File: src/sv/tbpc_pkg.sv
`default_nettype none
package tbpc_pkg;

  localparam int CHAN_W  = 3;
  localparam int PER_W   = 16;
  localparam int LVL_W   = 8;
  localparam int PROD_W  = 24;
  localparam int QRAW_W  = 17;
  localparam int RCP_W   = 25;
  localparam int STEP_W  = 5;
  localparam int PINS_W  = 10;

  localparam logic [2:0] CMD_TICK      = 3'd0;
  localparam logic [2:0] CMD_GOTO      = 3'd1;
  localparam logic [2:0] CMD_FULL_UP   = 3'd2;
  localparam logic [2:0] CMD_FULL_DOWN = 3'd3;
  localparam logic [2:0] CMD_READ      = 3'd4;

  localparam logic [CHAN_W-1:0] REG_ENABLED_MASK = 3'd5;

  localparam logic [LVL_W-1:0]  FULL_LEVEL  = 8'd254;
  localparam logic [PER_W-1:0]  UNKNOWN_POS = 16'hFFFF;
  localparam logic [PER_W-1:0]  PERIOD_RST  = 16'd100;
  // ceil(2^32 / 254): exact quotient for dividends below 2^24
  localparam logic [RCP_W-1:0]  RECIP_254   = 25'd16909321;
  localparam logic [STEP_W-1:0] DIV_STEPS   = 5'd24;

  localparam logic [1:0] DIR_STOP = 2'b00;
  localparam logic [1:0] DIR_UP   = 2'b01;
  localparam logic [1:0] DIR_DOWN = 2'b10;

  typedef struct packed {
    logic [2:0]        command;
    logic [CHAN_W-1:0] blind_index;
    logic              all_blinds;
    logic [LVL_W-1:0]  target_level;
  } request_t;

  typedef struct packed {
    logic [PINS_W-1:0] drive_pins;
    logic              position_known;
    logic [LVL_W-1:0]  position_level;
  } result_t;

  typedef enum logic [3:0] {
    ST_IDLE, ST_CHECK, ST_MUL, ST_RCP, ST_WRITE,
    ST_MOVE, ST_DIV_INIT, ST_DIV_RUN, ST_FINISH
  } state_t;

  typedef struct packed {
    logic              latch;
    logic              mul_en;
    logic              rcp_en;
    logic              wr_en;
    logic              move_en;
    logic              div_init;
    logic              div_step;
    logic              finish;
    logic              use_idx;
    logic [CHAN_W-1:0] chan;
  } ctrl_cmd_t;

  typedef struct packed {
    logic is_goto;
  } ctrl_stat_t;

endpackage
`default_nettype wire

File: src/sv/timed_blind_position_controller.sv
// Timed blind position controller: five time-estimated blind motor channels.
//
// Request channel: a request is taken at a rising edge with start high and
// busy low; busy then stays high until the request is finished.
// Result channel: done is high for exactly one cycle with the result on
// result (drive pins, position known flag, position level). The receiver
// cannot stall; done drops after that cycle, but result holds until the next finish.
// Config port: cfg_write with cfg_addr 0..4 sets a blind's period, cfg_addr 5
// sets the enabled mask; write only while busy is low.
//
// Sequence: a goto / full up / full down request walks all channels through the
// multiply, reciprocal and write steps of the scaling pipeline; every request then
// moves, runs the restoring divider for the readout level and finishes.
// A new request can be taken in the cycle that done is high, so a new request
// is taken only after the previous one has finished.
// Reset: periods go to 100, mask to 0, positions and targets to unknown,
// calibration flags clear, no result pending.
`default_nettype none
module timed_blind_position_controller #(
  parameter int NUM_BLINDS = 5
) (
  input  wire                          clk,
  input  wire                          rst,
  input  wire                          start,
  output logic                         busy,
  input  tbpc_pkg::request_t           request,
  output tbpc_pkg::result_t            result,
  output logic                         done,
  input  wire                          cfg_write,
  input  wire [tbpc_pkg::CHAN_W-1:0]   cfg_addr,
  input  wire [tbpc_pkg::PER_W-1:0]    cfg_data
);
  import tbpc_pkg::*;

  ctrl_cmd_t  cmd;
  ctrl_stat_t stat;

  // sequencer: latch, per-channel goto walk, move, divide, finish
  tbpc_ctrl #(.NUM_BLINDS(NUM_BLINDS)) u_ctrl (
    .clk   (clk),
    .rst   (rst),
    .start (start),
    .busy  (busy),
    .stat  (stat),
    .cmd   (cmd)
  );

  // channel state, scaling pipeline, divider and result register
  tbpc_dp #(.NUM_BLINDS(NUM_BLINDS)) u_dp (
    .clk       (clk),
    .rst       (rst),
    .cfg_write (cfg_write),
    .cfg_addr  (cfg_addr),
    .cfg_data  (cfg_data),
    .request   (request),
    .cmd       (cmd),
    .stat      (stat),
    .result    (result),
    .done      (done)
  );

endmodule
`default_nettype wire

File: src/sv/tbpc_ctrl.sv
`default_nettype none
module tbpc_ctrl #(
  parameter int NUM_BLINDS = 5
) (
  input  wire                   clk,
  input  wire                   rst,
  input  wire                   start,
  output logic                  busy,
  input  tbpc_pkg::ctrl_stat_t  stat,
  output tbpc_pkg::ctrl_cmd_t   cmd
);
  import tbpc_pkg::*;

  localparam logic [CHAN_W-1:0] LAST_CHAN = CHAN_W'(NUM_BLINDS - 1);

  state_t             state, state_next;
  logic [CHAN_W-1:0]  chan;
  logic [STEP_W-1:0]  step;

  always_ff @(posedge clk) begin
    if (rst) begin
      state <= ST_IDLE;
      chan  <= '0;
      step  <= '0;
    end else begin
      state <= state_next;
      if (state == ST_CHECK) chan <= '0;
      else if (state == ST_WRITE) chan <= chan + 1'b1;
      if (state == ST_DIV_INIT) step <= '0;
      else if (state == ST_DIV_RUN) step <= step + 1'b1;
    end
  end

  always_comb begin
    state_next = state;
    unique case (state)
      ST_IDLE:     if (start) state_next = ST_CHECK;
      ST_CHECK:    state_next = stat.is_goto ? ST_MUL : ST_MOVE;
      ST_MUL:      state_next = ST_RCP;
      ST_RCP:      state_next = ST_WRITE;
      ST_WRITE:    state_next = (chan == LAST_CHAN) ? ST_MOVE : ST_MUL;
      ST_MOVE:     state_next = ST_DIV_INIT;
      ST_DIV_INIT: state_next = ST_DIV_RUN;
      ST_DIV_RUN:  if (step == DIV_STEPS - 1'b1) state_next = ST_FINISH;
      ST_FINISH:   state_next = ST_IDLE;
      default:     state_next = ST_IDLE;
    endcase
  end

  always_comb begin
    cmd      = '0;
    cmd.chan = chan;
    busy     = (state != ST_IDLE);
    unique case (state)
      ST_IDLE:     cmd.latch    = start;
      ST_MUL:      cmd.mul_en   = 1'b1;
      ST_RCP:      cmd.rcp_en   = 1'b1;
      ST_WRITE:    cmd.wr_en    = 1'b1;
      ST_MOVE:     cmd.move_en  = 1'b1;
      ST_DIV_INIT: begin
        cmd.div_init = 1'b1;
        cmd.use_idx  = 1'b1;
      end
      ST_DIV_RUN:  cmd.div_step = 1'b1;
      ST_FINISH:   begin
        cmd.finish  = 1'b1;
        cmd.use_idx = 1'b1;
      end
      default:     cmd = '0;
    endcase
  end

endmodule
`default_nettype wire

File: src/sv/tbpc_dp.sv
`default_nettype none
module tbpc_dp #(
  parameter int NUM_BLINDS = 5
) (
  input  wire                           clk,
  input  wire                           rst,
  input  wire                           cfg_write,
  input  wire [tbpc_pkg::CHAN_W-1:0]    cfg_addr,
  input  wire [tbpc_pkg::PER_W-1:0]     cfg_data,
  input  tbpc_pkg::request_t            request,
  input  tbpc_pkg::ctrl_cmd_t           cmd,
  output tbpc_pkg::ctrl_stat_t          stat,
  output tbpc_pkg::result_t             result,
  output logic                          done
);
  import tbpc_pkg::*;

  logic [PER_W-1:0]  per [NUM_BLINDS];
  logic [PER_W-1:0]  pos [NUM_BLINDS];
  logic [PER_W-1:0]  tgt [NUM_BLINDS];
  logic              cal [NUM_BLINDS];
  logic [4:0]        mask;

  request_t          req;
  logic [LVL_W-1:0]  lvl;
  logic [PROD_W-1:0] prod;
  logic [QRAW_W-1:0] qraw;
  logic [PINS_W-1:0] pins;
  logic [PINS_W-1:0] pins_next;
  logic [QRAW_W-1:0] rem;
  logic [PROD_W-1:0] quo;
  logic [PER_W-1:0]  dvsr;

  // shared read port: goto walk uses the channel counter, readout uses the request index
  logic [CHAN_W-1:0] sel;
  logic [PER_W-1:0]  rd_per, rd_pos;
  logic              sel_ok;

  always_comb begin
    sel    = cmd.use_idx ? req.blind_index : cmd.chan;
    rd_per = '0;
    rd_pos = UNKNOWN_POS;
    sel_ok = 1'b0;
    for (int n = 0; n < NUM_BLINDS; n++) begin
      if (sel == CHAN_W'(n)) begin
        rd_per = per[n];
        rd_pos = pos[n];
        sel_ok = 1'b1;
      end
    end
  end

  assign stat.is_goto = (req.command == CMD_GOTO) || (req.command == CMD_FULL_UP) ||
                        (req.command == CMD_FULL_DOWN);

  // target scaling: round(level * period / 254) through a reciprocal multiply
  logic [48:0]       rcp_full;
  logic [RCP_W-1:0]  q254;
  logic [PROD_W-1:0] rmd_full;
  logic [LVL_W-1:0]  rmd;
  logic [PER_W-1:0]  tgt_new;
  logic              hit;

  assign rcp_full = 49'(prod) * 49'(RECIP_254);
  assign q254     = {qraw, 8'b0} - {7'b0, qraw, 1'b0};
  assign rmd_full = prod - q254[PROD_W-1:0];
  assign rmd      = rmd_full[LVL_W-1:0];
  assign tgt_new  = qraw[PER_W-1:0] + PER_W'({rmd, 1'b0} > {1'b0, FULL_LEVEL});
  assign hit      = req.all_blinds || (req.blind_index == cmd.chan);

  // drive direction of every blind from position, target and calibrate flag
  always_comb begin
    pins_next = '0;
    for (int n = 0; n < NUM_BLINDS; n++) begin
      if (pos[n] < tgt[n] || cal[n]) pins_next[2*n +: 2] = DIR_UP;
      else if (pos[n] > tgt[n]) pins_next[2*n +: 2] = DIR_DOWN;
      else pins_next[2*n +: 2] = DIR_STOP;
    end
  end

  // one restoring divide step
  logic [QRAW_W-1:0] trial;
  logic              fits;
  assign trial = {rem[PER_W-1:0], quo[PROD_W-1]};
  assign fits  = trial >= {1'b0, dvsr};

  // readout rounding
  logic [PROD_W:0]   q_rnd;
  logic [LVL_W-1:0]  lvl_out;
  logic              known;
  always_comb begin
    q_rnd = {1'b0, quo} + (PROD_W+1)'({rem, 1'b0} > {2'b0, dvsr});
    if (dvsr == '0) lvl_out = (rd_pos != '0) ? FULL_LEVEL : '0;
    else if (q_rnd > (PROD_W+1)'(FULL_LEVEL)) lvl_out = FULL_LEVEL;
    else lvl_out = q_rnd[LVL_W-1:0];
    known = sel_ok && (rd_pos != UNKNOWN_POS);
  end

  always_ff @(posedge clk) begin
    if (rst) begin
      mask <= '0;
      done <= 1'b0;
      for (int n = 0; n < NUM_BLINDS; n++) begin
        per[n] <= PERIOD_RST;
        pos[n] <= UNKNOWN_POS;
        tgt[n] <= UNKNOWN_POS;
        cal[n] <= 1'b0;
      end
    end else begin
      done <= cmd.finish;
      if (cfg_write) begin
        for (int n = 0; n < NUM_BLINDS; n++)
          if (cfg_addr == CHAN_W'(n)) per[n] <= cfg_data;
        if (cfg_addr == REG_ENABLED_MASK) mask <= cfg_data[4:0];
      end
      if (cmd.wr_en && hit) begin
        for (int n = 0; n < NUM_BLINDS; n++) begin
          if (cmd.chan == CHAN_W'(n)) begin
            if (req.command == CMD_FULL_UP) pos[n] <= '0;
            else if (req.command == CMD_FULL_DOWN) pos[n] <= per[n];
            if (mask[n]) begin
              tgt[n] <= tgt_new;
              // seed an unknown position
              if (req.command == CMD_GOTO && pos[n] == UNKNOWN_POS) begin
                if (lvl == FULL_LEVEL) pos[n] <= '0;
                else if (lvl == '0) pos[n] <= per[n];
                else begin
                  pos[n] <= '0;
                  cal[n] <= 1'b1;
                end
              end
            end
          end
        end
      end
      if (cmd.move_en) begin
        for (int n = 0; n < NUM_BLINDS; n++) begin
          if (pos[n] < tgt[n] || cal[n]) begin
            if (req.command == CMD_TICK) begin
              if (pos[n] < per[n] && pos[n] != UNKNOWN_POS) pos[n] <= pos[n] + 1'b1;
              else cal[n] <= 1'b0;
            end
          end else if (pos[n] > tgt[n]) begin
            if (req.command == CMD_TICK && pos[n] != '0 && pos[n] != UNKNOWN_POS)
              pos[n] <= pos[n] - 1'b1;
          end
        end
      end
    end
  end

  always_ff @(posedge clk) begin
    if (cmd.latch) begin
      req <= request;
      unique case (request.command)
        CMD_FULL_UP:   lvl <= FULL_LEVEL;
        CMD_FULL_DOWN: lvl <= '0;
        default:       lvl <= (request.target_level > FULL_LEVEL) ? FULL_LEVEL
                                                                  : request.target_level;
      endcase
    end
    if (cmd.mul_en) prod <= PROD_W'(lvl) * PROD_W'(rd_per);
    if (cmd.rcp_en) qraw <= rcp_full[48:32];
    if (cmd.move_en) pins <= pins_next;
    if (cmd.div_init) begin
      quo  <= {rd_pos, 8'b0} - {7'b0, rd_pos, 1'b0};
      rem  <= '0;
      dvsr <= rd_per;
    end else if (cmd.div_step) begin
      rem <= fits ? (trial - {1'b0, dvsr}) : trial;
      quo <= {quo[PROD_W-2:0], fits};
    end
    if (cmd.finish) begin
      result.drive_pins     <= pins;
      result.position_known <= known;
      result.position_level <= known ? lvl_out : '0;
    end
  end

endmodule
`default_nettype wire
File: config.mk
export PLATFORM = sky130hd
export DESIGN_NAME = timed_blind_position_controller
export DESIGN_NICKNAME = d
export VERILOG_FILES = /design/src/sv/tbpc_pkg.sv /design/src/sv/timed_blind_position_controller.sv /design/src/sv/tbpc_ctrl.sv /design/src/sv/tbpc_dp.sv
export SDC_FILE = /design/constraint.sdc
export NUM_CORES = 2
export LEC_CHECK = 0
export BUFFER_PORTS_ARGS = -buffer_cell sky130_fd_sc_hd__buf_2
export CAP_MARGIN = 40
export CORE_MARGIN = 4
export CORE_UTILIZATION = 60
export CTS_CLUSTER_SIZE = 20
export DETAILED_ROUTE_END_ITERATION = 16
export GPL_TIMING_DRIVEN = 0
export HOLD_SLACK_MARGIN = 0.15
export PLACE_DENSITY_LB_ADDON = 0.15
export SLEW_MARGIN = 15
export SYNTH_ARGS = -nofsm -noshare
export SYNTH_HDL_FRONTEND = slang
export SYNTH_HIERARCHICAL = 1
export SYNTH_SLANG_ARGS = --single-unit
File: constraint.sdc
create_clock -name clk -period 14.38 [get_ports clk]
set_clock_uncertainty 0.2 [all_clocks]
set_input_delay 1.438 -clock clk [delete_from_list [all_inputs] [get_ports clk]]
set_output_delay 1.438 -clock clk [all_outputs]
set_load 0.05 [all_outputs]
==> reports/metrics.csv <==
metric,value,unit
ios,59,
ir_drop,0.000856,V
root_buffer,clkbuf_16,
rsz0062_at_grt,false,
die_w,246,um
synthesis.nets,3984,
fin_crit_sh,72.0,%
vias,27200,
grt_max_degree,25,
pwr-share-comb,66.5,%
clkLatencyLatePin,590,ps
fin_ws,4020,ps
slew_violations,0,
synth-warning-count,6,
synth_enable_flop_cells,369,
fmax,0.0966,GHz
setup_violations,0,
route.detailed.drc,0,
nets,4123,
grt_antenna_before_repair,3,
portBuffers,58,
drtIter0Drc,2587,
crit_path_max_incr_delay,820,ps
start_util,61.0,%
synth.area.top_cells,"edfxtp_1 33%, ha_1 17%, fa_1 7.2%, inv_1 5.0%, a21oi_1 4.0%",
placed_area,35400,um^2
critical_path_class,reg2reg,
worstMarginPinSlew,1070,ps
switching_power,4.11,mW
wl_per_cell,24.2,um
grt_util_all_layers,34.0,%
pwr-share-clk,13.4,%
layout-drive-gt1-share,7.96,%
drt_pass1_iterations,6,
power_density,246,nW/um^2
p_leak,16.5,nW
dp_hpwl,83200,um
viasPerCell,6.33,
seq_power_share,20.1,%
n_fill_cell,4425,
final_area,37000,um^2
synth_area,33900,um^2
clkSinkCount,404,
required,14500,ps
cts.repair.resized,0,
die_area,60300,um^2
synth.top_cell.area_share,32.7,%
synth_ff_type,edfxtp_1,
area_growth,9.26,%
utilization,66.7,%
grt_pass1_vias,26900,
syn_inst,3370,
wl,104000,um
hp-class,reg2reg,
clk_pin_slew_worst_paths,60,ps
status,"complete, no violations",
htreeDepth,2,
grt_pass1_wl,156000,um
dpl.cell_count,4201,
core_region_area,55500,um^2
synth.distinct_cells,95,
cts_setup_buffers,0,
yosysTopAreaCell,edfxtp_1,
layout_min_cycle_time,10360,ps
synth.avg_cell_area,10.1,um^2
cts-buffers-inserted,47,
ys_seq_area_share,34.8,%
p_total,9.11,mW
arrival,10480,ps
critPathLaunchType,register,
finalHoldViolations,0,
rows,86,
cts.path.max_buffers,3,
hold-worst-slack,221,ps
setup_tns,0,ps
postSynth.asyncResetShare,0,%
maxCapViolCount,0,
pre_cts_ws,4160,ps
die_h,246,um
switching_share,45.1,%
path_max_fanout,20,
ant_nets,0,
grt_overflow,0,
gp_congestion,1.12,
internal_power,5.00,mW
worst_setup_path_end_kind,register,
max_slew_margin,28.6,%
ys_ff_latch,404,
cts_tree,yes,
stdcell_count,4293,
cpMaxStageDelayCell,a22oi_1,
holdBufCountCts,0,
## power groups by stage
stage | Combinational, mW | Clock, mW | Sequential (mW)
after floorplan | 4.64 | 0 | 1.75
after global placement | 5.80 | 0 | 1.85
after detailed placement | 6.05 | 0 | 1.85
after CTS | 6.13 | 1.24 | 1.82
after global routing | 7.02 | 1.29 | 1.84
final | 6.06 | 1.22 | 1.83
## cells by family (layout without fill, tap and decap cells)
group	Yosys count	count (layout)	synth area share [%]
flops	404	404	34.8
other cells	0	1	0
buf+inv	542	716	6.12
compound gates	691	691	13.2
mux	88	88	3.71
simple gates	906	906	14.0
xor+xnor	163	163	4.21
fa+ha+maj	576	576	24.0
## placed cells by master, fill, tap and decap left out, types with 50 or more instances in the layout
master	count
a21oi_1	270
clkbuf_1	64
nor2b_1	126
nor2_1	144
xor2_1	70
nor3_1	66
ha_1	454
clkbuf_16	50
nand3_1	82
a21o_1	74
inv_1	454
o21ai_0	81
buf_2	81
nand2_1	197
nand4_1	60
xnor2_1	93
edfxtp_1	369
fa_1	122
## state kept, by name, indices dropped and copies added, names as in the netlist, 7 cells and up
signal	cells
u_dp/lvl	8
u_dp/tgt	80
u_dp/rem	17
u_dp/req	7
u_dp/per	80
u_dp/pos	80
u_dp/dvsr	16
u_dp/qraw	16
u_dp/pins	10
u_dp/result	19
u_dp/quo	24
u_dp/prod	24
## per-layer routing
layer / vias up / track usage [%] / share of wire (%)
met1: 13100 / 42.8 / 38
met2: 1320 / 55.2 / 46
met5: - / 0 / 0
li1: 12400 / - / -
met3: 344 / 7.28 / 9.0
met4: 0 / 18.4 / 6.7
## Yosys cell counts, drive strengths merged, types with 12 or more instances
cell type	instances
xnor2	93
a21o	74
nand3	83
or2	17
o21a	24
buf	29
ha	454
mux4	26
fa	122
a22oi	19
nand4	60
edfxtp	369
o21bai	12
a31oi	25
a211oi	27
or3	13
nor3	68
mux2	17
clkbuf	57
nor2b	126
and3	36
nor2	145
nor4	46
and2	42
dfxtp	35
inv	456
mux2i	45
a21oi	271
o21ai	86
xor2	70
nand2	197
nand2b	35
a2111oi	12
o22ai	13
## final cells by class
type	count	area [um^2]	area share [%]
inverters	456	1710	4.62
clock buffers	57	1280	3.45
diodes	1	2.50	0.00676
plain buffers	86	362	0.977
multi-input cells	2424	20100	54.2
repair buffers	90	597	1.61
well taps	748	936	2.53
clock inverters	27	277	0.747
flip-flops and latches	404	11800	31.8
## path summary, 6_finish.rpt
path	startpoint	endpoint	slack, ps	cells past startpoint
worst min-delay path	u_dp/pins[6]	u_dp/result[15]	220	0
worst min register to register	u_dp/pins[6]	u_dp/result[15]	220	0
worst max-delay path	u_ctrl/state[1]	u_dp/prod[23]	4020	28
worst max register to register	u_ctrl/state[1]	u_dp/prod[23]	4020	28
## critical path, delay by kind of cell, from the launching register on
kind                     cells  cell delay (ps)
adder cells (fa/ha/maj)      5             2380
AO/OA/AOI/OAI                7             2460
multiplexers                 2             1140
AND/OR/NAND/NOR              5             1340
buffers and inverters        9             2150
flip-flops                   1              400
Note: power is estimated with default switching activity, not from simulation.
